<file path="src/sv/pmt_section_stream_parser_unit_macros.svh">
// assertion macros for the pmt section parser
`ifndef PMT_SECTION_STREAM_PARSER_UNIT_MACROS_SVH
`define PMT_SECTION_STREAM_PARSER_UNIT_MACROS_SVH

`ifndef SYNTH
`define PMT_ASSERT_IMPLIES(label, clk, rst, ante, cons, msg) \
   label: assert property (@(posedge clk) disable iff (rst) (ante) |-> (cons)) \
      else $error(msg);
`define PMT_ASSERT_NEXT(label, clk, rst, ante, cons, msg) \
   label: assert property (@(posedge clk) disable iff (rst) (ante) |=> (cons)) \
      else $error(msg);
`else
`define PMT_ASSERT_IMPLIES(label, clk, rst, ante, cons, msg)
`define PMT_ASSERT_NEXT(label, clk, rst, ante, cons, msg)
`endif

`endif

</file>
<file path="src/sv/pmt_pkg.sv">
package pmt_pkg;

   localparam int POSITION_WIDTH = 16;

   typedef logic [POSITION_WIDTH-1:0] pos_type;

   localparam pos_type POS_MAX = {POSITION_WIDTH{1'b1}};

   // header byte offsets
   localparam pos_type POS_TID       = pos_type'(0);
   localparam pos_type POS_LEN_HI    = pos_type'(1);
   localparam pos_type POS_LEN_LO    = pos_type'(2);
   localparam pos_type POS_PROG_HI   = pos_type'(3);
   localparam pos_type POS_PROG_LO   = pos_type'(4);
   localparam pos_type POS_VERSION   = pos_type'(5);
   localparam pos_type POS_PINFO_HI  = pos_type'(10);
   localparam pos_type POS_PINFO_LO  = pos_type'(11);
   localparam pos_type HEADER_BYTES  = pos_type'(12);

   localparam int ENTRY_LEN = 5;

   typedef enum logic [1:0] {
      CSR_TID       = 2'd0,
      CSR_MAX_BYTES = 2'd1,
      CSR_MIN_BYTES = 2'd2
   } csr_index_type;

   typedef enum logic [1:0] {
      STATUS_OK        = 2'd0,
      STATUS_SHORT     = 2'd1,
      STATUS_TRUNCATED = 2'd2,
      STATUS_BAD_HDR   = 2'd3
   } status_type;

   typedef enum logic {
      KIND_ENTRY = 1'b0,
      KIND_CLOSE = 1'b1
   } kind_type;

   typedef struct packed {
      logic [7:0]  expected_tid;
      logic [12:0] max_section_bytes;
      logic [12:0] min_buffer_bytes;
   } cfg_type;

   typedef struct packed {
      logic        kind;
      logic [7:0]  es_type;
      logic [12:0] es_pid;
      logic [15:0] prog_no;
      logic [4:0]  version;
      logic [1:0]  status;
      logic        last;
   } result_type;

   // up to two results per accepted item, first in a, second in b
   typedef struct packed {
      logic [1:0] count;
      result_type a;
      result_type b;
   } push_type;

endpackage

</file>
<file path="src/sv/pmt_interfaces.sv">
interface pmt_req_if;
   import pmt_pkg::*;
   logic       valid;
   logic       ready;
   logic [7:0] data_byte;
   logic       last_byte;
   modport source (output valid, data_byte, last_byte, input ready);
   modport sink (input valid, data_byte, last_byte, output ready);
endinterface

interface pmt_rsp_if;
   import pmt_pkg::*;
   logic        valid;
   logic        ready;
   logic        kind;
   logic [7:0]  es_type;
   logic [12:0] es_pid;
   logic [15:0] prog_no;
   logic [4:0]  version;
   logic [1:0]  status;
   logic        last;
   modport source (output valid, kind, es_type, es_pid, prog_no,
                   version, status, last, input ready);
   modport sink (input valid, kind, es_type, es_pid, prog_no,
                 version, status, last, output ready);
endinterface

interface pmt_csr_if;
   logic        valid;
   logic        ready;
   logic [1:0]  index;
   logic [12:0] data;
   modport source (output valid, index, data, input ready);
   modport sink (input valid, index, data, output ready);
endinterface

</file>
<file path="src/sv/pmt_section_stream_parser_unit.sv">
// pmt section stream parser: one section byte per item, entries and a closing result out
// a result is written to the result queue when the item that causes it is taken
// throughput: one item per cycle while the result queue holds at most two results
// an item with both an entry and a closing result pushes both results in the same cycle
// reset: synchronous, active high; clears section state, queue and config to defaults
`include "pmt_section_stream_parser_unit_macros.svh"

module pmt_section_stream_parser_unit (
   input logic       clock,
   input logic       reset,
   pmt_req_if.sink   req_chan,
   pmt_rsp_if.source rsp_chan,
   pmt_csr_if.sink   csr_chan
);
   import pmt_pkg::*;

   cfg_type    cfg_ff, cfg_in;
   push_type   push;
   result_type head;
   logic       has_room;
   logic       req_accept;
   logic       csr_write;

   // configuration registers, writes to unknown indexes fall through
   assign csr_chan.ready = 1'b1;
   assign csr_write      = csr_chan.valid && csr_chan.ready;

   always_comb begin
      cfg_in = cfg_ff;
      if (csr_write) begin
         case (csr_chan.index)
            CSR_TID:       cfg_in.expected_tid      = csr_chan.data[7:0];
            CSR_MAX_BYTES: cfg_in.max_section_bytes = csr_chan.data;
            CSR_MIN_BYTES: cfg_in.min_buffer_bytes  = csr_chan.data;
            default: ;
         endcase
      end
   end

   always_ff @(posedge clock) begin
      if (reset) begin
         cfg_ff.expected_tid      <= 8'd2;
         cfg_ff.max_section_bytes <= 13'd1024;
         cfg_ff.min_buffer_bytes  <= 13'd16;
      end else begin
         cfg_ff <= cfg_in;
      end
   end

   // an item is taken whenever the queue can absorb two results
   assign req_chan.ready = has_room;
   assign req_accept     = req_chan.valid && has_room;

   // byte parser: header capture, entry window, closing status
   pmt_parse_core u_core (
      .clock     (clock),
      .reset     (reset),
      .accept    (req_accept),
      .data_byte (req_chan.data_byte),
      .last_byte (req_chan.last_byte),
      .cfg       (cfg_ff),
      .push      (push)
   );

   // result queue parts the byte side from the result side
   pmt_result_fifo u_fifo (
      .clock     (clock),
      .reset     (reset),
      .push      (push),
      .has_room  (has_room),
      .out_valid (rsp_chan.valid),
      .out_ready (rsp_chan.ready),
      .out_data  (head)
   );

   assign rsp_chan.kind    = head.kind;
   assign rsp_chan.es_type = head.es_type;
   assign rsp_chan.es_pid  = head.es_pid;
   assign rsp_chan.prog_no = head.prog_no;
   assign rsp_chan.version = head.version;
   assign rsp_chan.status  = head.status;
   assign rsp_chan.last    = head.last;

   // checks
   `PMT_ASSERT_NEXT(a_close_offered, clock, reset, req_accept && req_chan.last_byte, rsp_chan.valid, "closing item not queued")
   `PMT_ASSERT_IMPLIES(a_last_is_close, clock, reset, rsp_chan.valid && rsp_chan.last, rsp_chan.kind == KIND_CLOSE, "last flag on an entry")
   `PMT_ASSERT_IMPLIES(a_entry_clean, clock, reset, rsp_chan.valid && rsp_chan.kind == KIND_ENTRY, rsp_chan.status == STATUS_OK && !rsp_chan.last, "entry with status or last")
   `PMT_ASSERT_IMPLIES(a_stall_means_backlog, clock, reset, !req_chan.ready, rsp_chan.valid, "input stalled with empty queue")

endmodule

</file>
<file path="src/sv/pmt_result_fifo.sv">
module pmt_result_fifo (
   input  logic             clock,
   input  logic             reset,
   input  pmt_pkg::push_type push,
   output logic             has_room,
   output logic             out_valid,
   input  logic             out_ready,
   output pmt_pkg::result_type out_data
);
   import pmt_pkg::*;

   localparam int DEPTH = 4;

   result_type  mem_ff [DEPTH];
   logic [1:0]  head_ff, head_in;
   logic [1:0]  tail_ff, tail_in;
   logic [2:0]  count_ff, count_in;
   logic        pop;

   assign out_valid = (count_ff != 3'd0);
   assign out_data  = mem_ff[head_ff];
   assign has_room  = (count_ff <= 3'd2);
   assign pop       = out_valid && out_ready;

   always_comb begin
      head_in  = head_ff + {1'b0, pop};
      tail_in  = tail_ff + push.count;
      count_in = count_ff + {1'b0, push.count} - {2'b00, pop};
   end

   always_ff @(posedge clock) begin
      if (reset) begin
         head_ff  <= '0;
         tail_ff  <= '0;
         count_ff <= '0;
      end else begin
         head_ff  <= head_in;
         tail_ff  <= tail_in;
         count_ff <= count_in;
      end
   end

   always_ff @(posedge clock) begin
      if (push.count != 2'd0) begin
         mem_ff[tail_ff] <= push.a;
      end
      if (push.count == 2'd2) begin
         mem_ff[tail_ff + 2'd1] <= push.b;
      end
   end

endmodule

</file>
<file path="src/sv/pmt_parse_core.sv">
module pmt_parse_core (
   input  logic              clock,
   input  logic              reset,
   input  logic              accept,
   input  logic [7:0]        data_byte,
   input  logic              last_byte,
   input  pmt_pkg::cfg_type  cfg,
   output pmt_pkg::push_type push
);
   import pmt_pkg::*;

   pos_type     pos_ff, pos_in;
   logic        bad_ff, bad_in;
   logic [11:0] slen_ff, slen_in;
   logic [15:0] prog_ff, prog_in;
   logic [4:0]  ver_ff, ver_in;
   logic [11:0] pinfo_ff, pinfo_in;
   pos_type     nes_ff, nes_in;
   logic [39:0] eb_ff, eb_in;

   logic [POSITION_WIDTH:0] nes_end;
   logic [POSITION_WIDTH:0] nxt;
   logic [POSITION_WIDTH:0] size;
   logic [2:0]              off;
   logic [39:0]             eb_shift;
   logic                    in_entry;
   logic                    emit_entry;
   result_type              entry_res;
   result_type              close_res;
   logic [1:0]              status;

   always_comb begin
      pos_in   = pos_ff;
      bad_in   = bad_ff;
      slen_in  = slen_ff;
      prog_in  = prog_ff;
      ver_in   = ver_ff;
      pinfo_in = pinfo_ff;
      nes_in   = nes_ff;
      eb_in    = eb_ff;

      // header capture and checks
      case (pos_ff)
         POS_TID: begin
            if (data_byte != cfg.expected_tid) bad_in = 1'b1;
         end
         POS_LEN_HI: begin
            if (!data_byte[7] || data_byte[6]) bad_in = 1'b1;
            slen_in = {data_byte[3:0], 8'h00};
         end
         POS_LEN_LO: begin
            slen_in = {slen_ff[11:8], data_byte};
            if ({1'b0, slen_in} + 13'd3 > cfg.max_section_bytes) bad_in = 1'b1;
         end
         POS_PROG_HI: prog_in = {data_byte, 8'h00};
         POS_PROG_LO: prog_in = {prog_ff[15:8], data_byte};
         POS_VERSION: ver_in = data_byte[5:1];
         POS_PINFO_HI: pinfo_in = {data_byte[3:0], 8'h00};
         POS_PINFO_LO: begin
            pinfo_in = {pinfo_ff[11:8], data_byte};
            if (pinfo_in[11:10] != 2'b00) bad_in = 1'b1;
            nes_in = pos_type'({1'b0, pinfo_in} + 13'd12);
         end
         default: ;
      endcase

      // stream entry window
      nes_end  = {1'b0, nes_ff} + (POSITION_WIDTH+1)'(ENTRY_LEN);
      in_entry = (pos_ff >= HEADER_BYTES) && !bad_ff && (pos_ff >= nes_ff)
                 && ({1'b0, pos_ff} < nes_end)
                 && ({1'b0, nes_ff} + 1'b1 < (POSITION_WIDTH+1)'(slen_ff));
      off        = 3'(pos_ff - nes_ff);
      eb_shift   = {eb_ff[31:0], data_byte};
      emit_entry = in_entry && (off == 3'(ENTRY_LEN - 1));
      nxt        = {1'b0, nes_ff} + (POSITION_WIDTH+1)'(ENTRY_LEN)
                   + (POSITION_WIDTH+1)'(eb_shift[11:0]);
      if (in_entry) begin
         if (emit_entry) begin
            eb_in  = '0;
            nes_in = nxt[POSITION_WIDTH] ? POS_MAX : nxt[POSITION_WIDTH-1:0];
         end else begin
            eb_in = eb_shift;
         end
      end

      if (pos_ff != POS_MAX) pos_in = pos_ff + 1'b1;

      // closing status
      size = {1'b0, pos_ff} + 1'b1;
      if (size < (POSITION_WIDTH+1)'(cfg.min_buffer_bytes)) status = STATUS_SHORT;
      else if (size < (POSITION_WIDTH+1)'(HEADER_BYTES)
               || (POSITION_WIDTH+1)'({1'b0, slen_ff} + 13'd3) > size)
         status = STATUS_TRUNCATED;
      else if (bad_in) status = STATUS_BAD_HDR;
      else status = STATUS_OK;

      entry_res.kind    = KIND_ENTRY;
      entry_res.es_type = eb_shift[39:32];
      entry_res.es_pid  = eb_shift[28:16];
      entry_res.prog_no = prog_in;
      entry_res.version = ver_in;
      entry_res.status  = STATUS_OK;
      entry_res.last    = 1'b0;

      close_res.kind    = KIND_CLOSE;
      close_res.es_type = '0;
      close_res.es_pid  = '0;
      close_res.prog_no = prog_in;
      close_res.version = ver_in;
      close_res.status  = status;
      close_res.last    = 1'b1;

      push.a = emit_entry ? entry_res : close_res;
      push.b = close_res;
      if (!accept) push.count = 2'd0;
      else push.count = {1'b0, emit_entry} + {1'b0, last_byte};

      // a closing result starts a fresh section
      if (last_byte) begin
         pos_in   = '0;
         bad_in   = 1'b0;
         slen_in  = '0;
         prog_in  = '0;
         ver_in   = '0;
         pinfo_in = '0;
         nes_in   = '0;
         eb_in    = '0;
      end
   end

   always_ff @(posedge clock) begin
      if (reset) begin
         pos_ff   <= '0;
         bad_ff   <= 1'b0;
         slen_ff  <= '0;
         prog_ff  <= '0;
         ver_ff   <= '0;
         pinfo_ff <= '0;
         nes_ff   <= '0;
         eb_ff    <= '0;
      end else if (accept) begin
         pos_ff   <= pos_in;
         bad_ff   <= bad_in;
         slen_ff  <= slen_in;
         prog_ff  <= prog_in;
         ver_ff   <= ver_in;
         pinfo_ff <= pinfo_in;
         nes_ff   <= nes_in;
         eb_ff    <= eb_in;
      end
   end

endmodule

</file>
<file path="src/flat_wrapper.sv">
// flat-port wrapper written by rule: the top's interface ports become plain ports
module pmt_section_stream_parser_unit_flat import pmt_pkg::*;
  (clock, reset, req_chan_valid, req_chan_data_byte, req_chan_last_byte, req_chan_ready, rsp_chan_valid, rsp_chan_kind, rsp_chan_es_type, rsp_chan_es_pid, rsp_chan_prog_no, rsp_chan_version, rsp_chan_status, rsp_chan_last, rsp_chan_ready, csr_chan_valid, csr_chan_index, csr_chan_data, csr_chan_ready);
  pmt_req_if req_chan_i ();
  pmt_rsp_if rsp_chan_i ();
  pmt_csr_if csr_chan_i ();
  input logic clock;
  input logic reset;
  input wire logic [$bits(req_chan_i.valid)-1:0] req_chan_valid;
  input wire logic [$bits(req_chan_i.data_byte)-1:0] req_chan_data_byte;
  input wire logic [$bits(req_chan_i.last_byte)-1:0] req_chan_last_byte;
  output wire logic [$bits(req_chan_i.ready)-1:0] req_chan_ready;
  output wire logic [$bits(rsp_chan_i.valid)-1:0] rsp_chan_valid;
  output wire logic [$bits(rsp_chan_i.kind)-1:0] rsp_chan_kind;
  output wire logic [$bits(rsp_chan_i.es_type)-1:0] rsp_chan_es_type;
  output wire logic [$bits(rsp_chan_i.es_pid)-1:0] rsp_chan_es_pid;
  output wire logic [$bits(rsp_chan_i.prog_no)-1:0] rsp_chan_prog_no;
  output wire logic [$bits(rsp_chan_i.version)-1:0] rsp_chan_version;
  output wire logic [$bits(rsp_chan_i.status)-1:0] rsp_chan_status;
  output wire logic [$bits(rsp_chan_i.last)-1:0] rsp_chan_last;
  input wire logic [$bits(rsp_chan_i.ready)-1:0] rsp_chan_ready;
  input wire logic [$bits(csr_chan_i.valid)-1:0] csr_chan_valid;
  input wire logic [$bits(csr_chan_i.index)-1:0] csr_chan_index;
  input wire logic [$bits(csr_chan_i.data)-1:0] csr_chan_data;
  output wire logic [$bits(csr_chan_i.ready)-1:0] csr_chan_ready;
  assign req_chan_i.valid = req_chan_valid;
  assign req_chan_i.data_byte = req_chan_data_byte;
  assign req_chan_i.last_byte = req_chan_last_byte;
  assign req_chan_ready = req_chan_i.ready;
  assign rsp_chan_valid = rsp_chan_i.valid;
  assign rsp_chan_kind = rsp_chan_i.kind;
  assign rsp_chan_es_type = rsp_chan_i.es_type;
  assign rsp_chan_es_pid = rsp_chan_i.es_pid;
  assign rsp_chan_prog_no = rsp_chan_i.prog_no;
  assign rsp_chan_version = rsp_chan_i.version;
  assign rsp_chan_status = rsp_chan_i.status;
  assign rsp_chan_last = rsp_chan_i.last;
  assign rsp_chan_i.ready = rsp_chan_ready;
  assign csr_chan_i.valid = csr_chan_valid;
  assign csr_chan_i.index = csr_chan_index;
  assign csr_chan_i.data = csr_chan_data;
  assign csr_chan_ready = csr_chan_i.ready;
  pmt_section_stream_parser_unit u_core (.clock(clock), .reset(reset), .req_chan(req_chan_i), .rsp_chan(rsp_chan_i), .csr_chan(csr_chan_i));
endmodule
</file>
<file path="config.mk">
export PLATFORM = sky130hd
export DESIGN_NAME = pmt_section_stream_parser_unit_flat
export DESIGN_NICKNAME = d
export VERILOG_FILES = /design/src/sv/pmt_pkg.sv /design/src/sv/pmt_interfaces.sv /design/src/sv/pmt_section_stream_parser_unit.sv /design/src/sv/pmt_result_fifo.sv /design/src/sv/pmt_parse_core.sv /design/src/flat_wrapper.sv
export VERILOG_INCLUDE_DIRS = /design/src /design/src/sv
export SDC_FILE = /design/constraint.sdc
export NUM_CORES = 1
export LEC_CHECK = 0
export ABC_CLOCK_PERIOD_IN_PS = 17240
export BUFFER_PORTS_ARGS = -buffer_cell sky130_fd_sc_hd__buf_2
export CAP_MARGIN = 25
export CELL_PAD_IN_SITES_DETAIL_PLACEMENT = 0
export CELL_PAD_IN_SITES_GLOBAL_PLACEMENT = 1
export CORE_AREA = 2 2 224 226
export CTS_CLUSTER_DIAMETER = 200
export DETAILED_ROUTE_END_ITERATION = 8
export DIE_AREA = 0 0 226 228
export PLACE_DENSITY = 0.73
export SYNTH_ARGS = -nofsm -noshare
export SYNTH_HDL_FRONTEND = slang
export SYNTH_HIERARCHICAL = 1
export SYNTH_SLANG_ARGS = --single-unit
</file>
<file path="constraint.sdc">
create_clock -name clock -period 17.24 [get_ports clock]
set_clock_uncertainty 0.1 [all_clocks]
set_input_delay 5.172 -clock clock [delete_from_list [all_inputs] [get_ports clock]]
set_output_delay 5.172 -clock clock [all_outputs]
set_load 0.01 [all_outputs]
</file>
Yosys cells after proc, flatten, opt, wreduce, memory -nomap -nowiden
Memory sizes are Yosys's and may differ from the RTL's. A register that Yosys moved wholly into a read port is not among the register bits. Index checks and enable logic that the tools add are counted.

Order comparisons: 9. Equality and inequality tests: 15. Reductions and logical operators: 29. Add/subtract/negate cells: 15. Multiplexer cells: 34.

Operators by type and width (count): $mux W16 (8); $mux W32 (3); $pmux W12 S2 (2); $mux W46 (1); $add A16 B1 Y17 const B (2); $eq A16 B2 Y1 const B (2); $eq A16 B3 Y1 const B (2); $eq A16 B4 Y1 const B (2); $pmux W16 S2 (1); $add A12 B2 Y13 const B (2); $mux W12 (2); $add A16 B3 Y17 const B (1); $add A17 B12 Y17 (1); $gt A13 B17 Y1 (1); $lt A16 B17 Y1 (1); $lt A17 B12 Y1 (1); $lt A17 B13 Y1 (1); $lt A17 B4 Y1 const B (1); $add A16 B1 Y16 const B (1); $eq A16 B1 Y1 const B (1); $ge A16 B16 Y1 (1); $ge A16 B4 Y1 const B (1); $logic_not A16 Y1 (1); $ne A16 B16 Y1 const B (1); other kinds (27) (62).

Bits in registers: 143. Bits in writable memories: 184. Memories kept: 1. Logic and storage cells: 118.

Memory list: u_core.u_fifo.mem_ff (words 4, width 46, rd ports 1, clocked after memory_dff 1, write ports 2, line pmt_result_fifo.sv:14) `result_type mem_ff [DEPTH];`.

Longest topological paths before layout
Gate-level depths: netlist (run 1).

Depth in word-level cells: 11. Depth in mapped cells: 21. Gate-level depth less buffers: 19.

Cells and area by module
Netlist (run 1), hierarchy kept.

By module, submodules not included: pmt_result_fifo (area each 9302.7 um2, instances 1, cells an instance 490, sequential area each 5665.4 um2); pmt_parse_core (area each 8677.1 um2, instances 1, cells an instance 1084, sequential area each 2042.0 um2); pmt_section_stream_parser_unit (area each 1430.1 um2, instances 1, cells an instance 134, sequential area each 680.7 um2).

Least setup slack after synthesis (run 1)
OpenSTA, ideal clock, no wires.

Path kind: input port to flip-flop. Start point: in req_chan_valid. End point: mem u_core/u_fifo/mem_ff[0][0] in the netlist's numbering, enable pin. Stages on the path: 7. Arrival: 9583 ps. Setup slack: 7044 ps. Path buffers: 2. Cells stage by stage: and2_1 > clkbuf_1 > inv_1 > clkbuf_1 > nor2_1 > o21bai_1 > o21ai_0.

RTL lines: start, declared (line flat_wrapper.sv:9) `input wire logic [$bits(req_chan_i.valid)-1:0] req_chan_valid;`; end, declared (line pmt_result_fifo.sv:14).

==> flow_summary.toml, run 1 <==
[run_status]
status = "completed"

[synthesis]
avgSynthCellArea_sq_um = 11.4
synth_fa_ha_area_frac = 0.0697
synth_area_leaders = "edfxtp_1 (28%), dfxtp_1 (15%), mux2_2 (11%), ha_1 (6.8%), mux4_2 (5.3%)"
ys.flop_type = "edfxtp_1"
synth_cell_type_count = 80
yosys.cell_count.top_type = "mux2_2"
yosys-top-cells-count = "mux2_2 (191), edfxtp_1 (184), dfxtp_1 (143)"
ys_warn_count = 6
async_reset_ff_frac = 0
yosysTopAreaCellShare = 0.285
ys_ff_latch = 327
synth_top_family_by_area = "multiplexers"
yosys.area.top_type = "edfxtp_1"
synth_simple_gate_area_frac = 0.110
synthMuxAreaShare = 0.189
synthXorXnorAreaFrac = 0.0416
syn_inst = 1708
synth_compound_area_frac = 0.0941
yosysSeqAreaShare = 0.432
syn_area_sq_mm = 0.0194
synth-edff-count = 184

[layout]
n_fill_cell = 4596
final_area_sq_mm = 0.0213
final_nets = 1864
area_growth_pct = 9.99
antenna_cells = 0
final_util = 0.433
layout-drive-gt1-share = 0.240

[timing]
clock.fmax_mhz = 122
tightest_slew_ps = 1080
finalWorstSetupSlack_ps = 9020
finalMaxSlewViolations = 0
fin_tns_setup_ps = 0
period_share = 0.477
slew_headroom = 0.273
period_minus_slack_ps = 8220
rsz0062_at_grt = "false"
setup_viol = 0
hold_viol = 0

[grt]
grt_max_degree = 79
grt_first_pass_wirelength_mm = 77.4
grt-ovfl-total = 0
antenna_found_initial = 2
grt_pass1_vias = 13300
track_usage = 0.192

[clock_network]
cts_buffers = 37
cts_tree = "yes"
post_cts_buffers = 0
cts-root-buf = "clkbuf_16"
cts.sinks = 327
cts.repair.resized = 0
clock_latency_ps = 530
clk_pin_slew_ps = 60
cts_buffer_depth = 3
hold_buffers = 0
cts_htree_levels = 2

[route]
firstDrtPassIters = 5
via_count = 13000
ant_nets = 0
first_iter_violations = 923
drc = 0
wl_per_cell_um = 20.2
viasPerCell = 5.37
totalWireLength_mm = 49.1

[worst_setup_path]
critPathLaunchType = "input port"
crit_type = "in -> reg"
cp_max_fo = 6
crit_required_ps = 17430
r2r_cells = 16
setup.worst_path.end_class = "flip-flop"
critPathArrivalTime_ps = 8410

[placed_design]
gp_congestion = 0.890
dpl_cell_area_sq_mm = 0.0201
dp_slack_ps = 8500
hpwl_mm = 33.5
io_buffers = 76

[hold_path]
hold_path.class = "reg -> reg"
worstHoldPathCells = 1

[floorplanning]
std_cell_rows = 82
fp.dieH_um = 228
start_util = 0.393
fp.dieW_um = 226
design.die.area_sq_mm = 0.0515
num_io_pins = 78
core_area_sq_mm = 0.0493

[pwr]
p_per_area_mw_per_mm2 = 94.1
vdd_drop_max_v = 0.0000822
fin_total_pwr_mw = 2.01
p_leak_nw = 7.82

[job]
maxCapViolations = 0
==> registers in the layout, indices dropped and copies added (netlist names) <==
| signal | cells |
|---|---|
| u_core/u_core/nes_ff | 16 |
| u_core/u_fifo/head_ff | 2 |
| u_core/u_core/ver_ff | 5 |
| u_core/u_fifo/count_ff | 3 |
| u_core/u_core/eb_ff | 32 |
| u_core/u_core/pinfo_ff | 4 |
| u_core/u_fifo/mem_ff | 184 |
| u_core/u_core/prog_ff | 16 |
| u_core/u_core/pos_ff | 16 |
| u_core/u_core/bad_ff | 1 |
| u_core/u_fifo/tail_ff | 2 |
| u_core/u_core/slen_ff | 12 |
| u_core/cfg_ff | 34 |
==> layout by cell type (no fill, tap or decap), types with 50 or more instances in the layout <==
cell	Yosys	layout
nor2_1	110	107
buf_2	22	75
inv_1	95	95
dfxtp_1	143	141
o21ai_0	51	50
ha_1	105	105
edfxtp_1	184	184
nand2_1	67	67
a21oi_1	57	57
xnor2_1	62	62
mux2_2	191	191
==> cell type report <==
cell class / count / area [sq um] / area share
multi-input cells: 1172 / 9930 / 0.465
inverters: 96 / 360 / 0.0169
well taps: 672 / 841 / 0.0394
clock buffers: 52 / 1080 / 0.0508
repair buffers: 94 / 558 / 0.0261
clock inverters: 15 / 180 / 0.00844
flip-flops and latches: 327 / 8390 / 0.393
==> through the flow <==
step / hold slack, ps / cells
floorplan: 332 / 1729
global placement: 350 / 2358
detailed placement: 357 / 2360
CTS: 372 / 2427
global route: 389 / 2428
finish: 368 / 2428
==> power breakdown <==
group          total, mW  switching [mW]  internal (mW)
Clock              0.809           0.321          0.488
Combinational      0.326           0.180          0.145
Sequential         0.875          0.0268          0.848
==> worst paths after layout <==
kind	start	slack, ps	end
setup / recovery	req_chan_data_byte[1]	9020	u_core/u_fifo/mem_ff[1][2]$_DFFE_PP_
hold / removal	u_core/u_core/eb_ff[5]$_SDFFE_PP0P_	370	u_core/u_core/eb_ff[13]$_SDFFE_PP0P_
setup reg to reg	u_core/u_core/nes_ff[3]$_SDFFE_PP0P_	10570	u_core/u_fifo/mem_ff[2][11]$_DFFE_PP_
hold reg to reg	u_core/u_core/eb_ff[5]$_SDFFE_PP0P_	370	u_core/u_core/eb_ff[13]$_SDFFE_PP0P_
==> routing by layer <==
layer,track usage,part of all wire,wire length (um)
met1,0.264,0.46,22600
met2,0.322,0.48,23700
met3,0.0254,0.041,2010
met4,0.0433,0.016,789
met5,0,0.00061,30
==> kinds of logic after synthesis <==
group                      after synthesis
AOI/OAI and AO/OA                      268
other                                    3
muxes                                  284
buffers and inverters                  230
DFF                                    327
and+or+nand+nor                        400
adders and majority gates              107
xor gates and xnor gates                89
==> worst max-delay path, stage by stage <==
cell	delay, ps
buf_2	200
inv_1	180
ha_1	250
nor2b_1	250
nand3_1	210
nor2_1	170
xnor2_1	140
ha_1	270
a21o_1	160
a21o_1	170
a21oi_1	210
a21oi_1	100
a21o_1	230
o21a_1	230
and2_1	200
mux2_2	270
Note: power is estimated with default switching activity, not from simulation.
==> inputs of run 2 (changes only) <==
- ABC_CLOCK_PERIOD_IN_PS: 17240 -> 8200
- clock period: 17.24 -> 8.2 ns (I/O delays scaled with it)
==> flow_summary.toml, run 2 (synthesis gave the netlist of run 1 again) <==
[grt]
grt_pass1_vias = 13200
grt_max_degree = 80
track_usage = 0.193
antenna_found_initial = 2
grt-ovfl-total = 0
grt_first_pass_wirelength_mm = 77.3

[worst_setup_path]
critPathArrivalTime_ps = 6550
r2r_setup_slack_ps = 1740
crit_type = "reg -> reg"
setup.worst_path.end_class = "flip-flop"
worstSetupStartpoint = "u_core/u_core/nes_ff[3]$_SDFFE_PP0P_"
critPathLaunchType = "flip-flop"
crit_required_ps = 8290
cp_max_fo = 37
cp-endpoint = "u_core/u_fifo/mem_ff[2][10]$_DFFE_PP_"
reg2reg_to = "u_core/u_fifo/mem_ff[2][10]$_DFFE_PP_"
r2r_cells = 16
reg2reg_from = "u_core/u_core/nes_ff[3]$_SDFFE_PP0P_"

[clock_network]
cts_tree = "yes"
cts-root-buf = "clkbuf_16"
cts_htree_levels = 2
hold_buffers = 0
clock_latency_ps = 550
cts_buffers = 37
cts.repair.resized = 0
post_cts_buffers = 0
cts.sinks = 327
clk_pin_slew_ps = 60
cts_buffer_depth = 3

[layout]
regMostFlops = "u_core/u_fifo/mem_ff"
top_regs = "u_core/u_fifo/mem_ff (184), u_core/cfg_ff (34), u_core/u_core/eb_ff (32)"
largest_register_ffs = 184
layout-drive-gt1-share = 0.240
final_common_cell = "mux2_2"
final_util = 0.432
area_growth_pct = 9.90
final_cell_mix = "mux2_2 (191), edfxtp_1 (184), dfxtp_1 (141)"
final_nets = 1866

[route]
wl_per_cell_um = 20.4
totalWireLength_mm = 49.6
via_count = 13200
first_iter_violations = 885
ant_nets = 0
firstDrtPassIters = 5
viasPerCell = 5.44
drc = 0

[floorplanning]
fp.dieW_um = 226
core_area_sq_mm = 0.0493
std_cell_rows = 82
num_io_pins = 78
design.die.area_sq_mm = 0.0515
start_util = 0.393
fp.dieH_um = 228

[timing]
holdWs_ps = 352
clock.fmax_mhz = 155
finalMaxSlewViolations = 0
hold_viol = 0
setup_viol = 0
period_minus_slack_ps = 6460
tightest_slew_ps = 1040
rsz0062_at_grt = "false"
slew_headroom = 0.300
fin_tns_setup_ps = 0
period_share = 0.788

[run_status]
status = "completed"

[pwr]
p_leak_nw = 7.81
vdd_drop_max_v = 0.000129
p_per_area_mw_per_mm2 = 196

[placed_design]
hpwl_mm = 33.9
io_buffers = 76
gp_congestion = 0.895

[hold_path]
hold_path.class = "reg -> reg"

[job]
maxCapViolations = 0
## run 2: power by group
| part | internal [mW] | switching, mW | leakage, nW |
|---|---|---|---|
| Clock | 0.963 | 0.691 | 0.593 |
| Combinational | 0.304 | 0.379 | 4.59 |
| Sequential | 1.78 | 0.0562 | 2.62 |
| Total | 3.05 | 1.13 | 7.81 |
## run 2: critical path, stage by stage (launching register included)
cell	delay [ps]
dfxtp_1	570
nand4_1	260
or2_2	400
nor3_1	500
nand3_1	170
xnor2_1	150
ha_1	190
nor4_1	260
o2111ai_1	220
nor4_4	370
nand4b_4	260
nor2_8	560
xnor2_1	120
nor2_1	430
o21bai_1	270
o21bai_4	670
buf_4	530
## run 2: layout make-up
cell class / instances / area, sq um
inverters: 96 / 360
diodes: 1 / 2.50
fillers: 4641 / 28000
clock inverters: 14 / 126
well taps: 672 / 841
clock buffers: 54 / 1090
repair buffers: 96 / 586
flip-flops and latches: 327 / 8390
multi-input cells: 1172 / 9930
## run 2: stage by stage
stage / setup WS (ps) / cell area, sq um / total power [mW] / instances
floorplan: 641 / 19500 / 2.32 / 1729
global placement: 1720 / 20000 / 2.54 / 2358
detailed placement: 1850 / 20100 / 2.57 / 2362
CTS: 1840 / 21300 / 4.23 / 2430
global route: 1310 / 21300 / 4.35 / 2431
finish: 1740 / 21300 / 4.18 / 2432
## run 2: worst min path at each step
stage	startpoint	endpoint	slack [ps]	cells after the start
6_report	u_core/u_core/eb_ff[5]$_SDFFE_PP0P_	u_core/u_core/eb_ff[13]$_SDFFE_PP0P_	350	1
5_1_grt	u_core/u_core/eb_ff[5]$_SDFFE_PP0P_	u_core/u_core/eb_ff[13]$_SDFFE_PP0P_	380	1
4_1_cts	u_core/u_core/eb_ff[5]$_SDFFE_PP0P_	u_core/u_core/eb_ff[13]$_SDFFE_PP0P_	350	1
3_5_place_dp	u_core/u_core/slen_ff[4]$_SDFFE_PP0P_	u_core/u_core/slen_ff[4]$_SDFFE_PP0P_	350	2
3_3_place_gp	u_core/u_core/slen_ff[4]$_SDFFE_PP0P_	u_core/u_core/slen_ff[4]$_SDFFE_PP0P_	350	2
2_1_floorplan	u_core/u_core/slen_ff[4]$_SDFFE_PP0P_	u_core/u_core/slen_ff[4]$_SDFFE_PP0P_	330	2
## run 2: per-layer routing
layer  vias up  share of wire  GRT usage
met5         -        0.00061          0
met4         4          0.026     0.0577
met3        77          0.045     0.0282
met2       306           0.47      0.317
met1      6567           0.45      0.264
li1       6279              -          -
==> inputs of run 3 (changes only) <==
- ABC_CLOCK_PERIOD_IN_PS: 8200 -> 5200
- PLACE_DENSITY: 0.73 -> 0.76
- clock period: 8.2 -> 5.2 ns (I/O delays scaled with it)
==> flow_summary.toml, run 3 (synthesis gave the netlist of run 1 again) <==
[pwr]
p_leak_nw = 7.98
p_per_area_mw_per_mm2 = 306
fin_total_pwr_mw = 6.64
vdd_drop_max_v = 0.000186

[layout]
final_common_cell = "mux2_2"
largest_register_ffs = 184
top_regs = "u_core/u_fifo/mem_ff (184), u_core/cfg_ff (34), u_core/u_core/eb_ff (32)"
final_area_sq_mm = 0.0217
regMostFlops = "u_core/u_fifo/mem_ff"
n_fill_cell = 4596
final_cell_mix = "mux2_2 (191), edfxtp_1 (184), dfxtp_1 (141)"
layout-drive-gt1-share = 0.251
antenna_cells = 0
final_nets = 1896
area_growth_pct = 11.7

[grt]
grt_max_degree = 80
grt_pass1_vias = 13600
track_usage = 0.197
grt_first_pass_wirelength_mm = 78.3
antenna_found_initial = 1
grt-ovfl-total = 0

[route]
ant_nets = 0
firstDrtPassIters = 7
first_iter_violations = 921
viasPerCell = 5.41
totalWireLength_mm = 50.4
via_count = 13300
wl_per_cell_um = 20.5
drc = 0

[clock_network]
clock_latency_ps = 560
cts_htree_levels = 2
clk_pin_slew_ps = 60
cts-root-buf = "clkbuf_16"
cts.sinks = 327
cts_buffer_depth = 3
cts_tree = "yes"
cts_buffers = 37
hold_buffers = 0

[timing]
period_share = 0.941
rsz0062_at_grt = "true"
clock.fmax_mhz = 204
setup_viol = 0
tightest_slew_ps = 1050
finalWorstSetupSlack_ps = 306
period_minus_slack_ps = 4890
hold_viol = 0
slew_headroom = 0.297
finalMaxSlewViolations = 0

[floorplanning]
num_io_pins = 78
design.die.area_sq_mm = 0.0515
std_cell_rows = 82
fp.dieW_um = 226
fp.dieH_um = 228
start_util = 0.393
core_area_sq_mm = 0.0493

[worst_setup_path]
cp_slowest_cell = "o31ai_1"
reg2reg_to = "u_core/u_fifo/mem_ff[1][44]$_DFFE_PP_"
worstSetupStartpoint = "u_core/u_core/nes_ff[1]$_SDFFE_PP0P_"
cp-endpoint = "u_core/u_fifo/mem_ff[1][44]$_DFFE_PP_"
crit_family = "simple AND/OR/NAND/NOR gates"
reg2reg_from = "u_core/u_core/nes_ff[1]$_SDFFE_PP0P_"
path_common_cell = "ha_1"
r2r_setup_slack_ps = 310
cpPeakStageDelay_ps = 400
critPathArrivalTime_ps = 5080
setup.worst_path.end_class = "flip-flop"
crit_chain = "ha_1, o2111ai_2, nor3_1, buf_4, xnor2_1, ha_1, a211o_1, a21oi_1, o21ai_0, o31ai_1, nand4b_4, nor2_8, and3_1, nor4b_2, buf_6, mux2_2"
crit_required_ps = 5390
worst-path-buf-inv = 2
cp_max_fo = 26
r2r_cells = 16
critPathLaunchType = "flip-flop"
crit_type = "reg -> reg"
worst-path-stages = 16

[hold_path]
min_from = "u_core/u_core/slen_ff[4]$_SDFFE_PP0P_"
hold_path.class = "reg -> reg"

[placed_design]
io_buffers = 76
dpl_cell_area_sq_mm = 0.0204
gp_congestion = 0.931
dp_slack_ps = 266
hpwl_mm = 35.0

[job]
maxCapViolations = 0

[run_status]
status = "completed"
==> run 3: cell types whose count changed in the layout (fill, tap and decap cells not counted), sizes merged <==
cell,before,now
clkinv,9,11
clkbuf,54,51
bufinv,1,2
diode,1,0
buf,96,126
==> run 3: metal layers <==
layer  track usage  wire length [um]  vias to the layer above  share of wire
li1              -                 -                     6338              -
met1         0.263             22500                     6505           0.45
met2         0.321             23400                      374           0.47
met3        0.0263              2660                       94          0.053
met4        0.0822              1730                        4          0.034
met5       0.00569                53                        -         0.0011
==> run 3: repair_timing <==
action | in CTS | in global routing
gates resized for setup | 0 | 2
hold endpoints to repair | 0 | 0
setup endpoints to repair | 0 | 61
setup buffers | 0 | 2
==> run 3: final cells by class <==
cell class	instances	area [sq um]	area share
multi-input combinational	1172	9930	0.458
inverter	96	360	0.0166
clock buffer	51	1060	0.0490
tap	672	841	0.0388
clock inverter	17	166	0.00768
timing repair buffer	126	928	0.0428
sequential	327	8390	0.387
==> run 3: worst min path at each step <==
stage                                                       end  slack, ps  cells past startpoint
after floorplan           u_core/u_core/slen_ff[4]$_SDFFE_PP0P_        330                      2
after global placement    u_core/u_core/slen_ff[4]$_SDFFE_PP0P_        350                      2
after detailed placement  u_core/u_core/slen_ff[4]$_SDFFE_PP0P_        350                      2
after CTS                 u_core/u_core/slen_ff[4]$_SDFFE_PP0P_        360                      2
after global routing      u_core/u_core/slen_ff[4]$_SDFFE_PP0P_        380                      2
final                     u_core/u_core/slen_ff[4]$_SDFFE_PP0P_        360                      2
==> run 3: worst min-delay path, delay by kind of cell (launching register included) <==
family           cells  cell delay [ps]
AO/OA/AOI/OAI        1               50
flip-flops           1              310
AND/OR/NAND/NOR      1               50
==> run 3: through the flow <==
stage	TNS (ps)	instances	hold slack [ps]	util
finish	0	2461	361	0.439
global route	-332	2461	385	0.439
CTS	0	2459	358	0.438
detailed placement	0	2391	349	0.413
global placement	0	2391	349	0.413
floorplan	-47260	1729	332	-
==> run 3: report_power, final <==
part	switching [mW]	internal, mW
Clock	1.10	1.55
Combinational	0.596	0.487
Sequential	0.0949	2.81
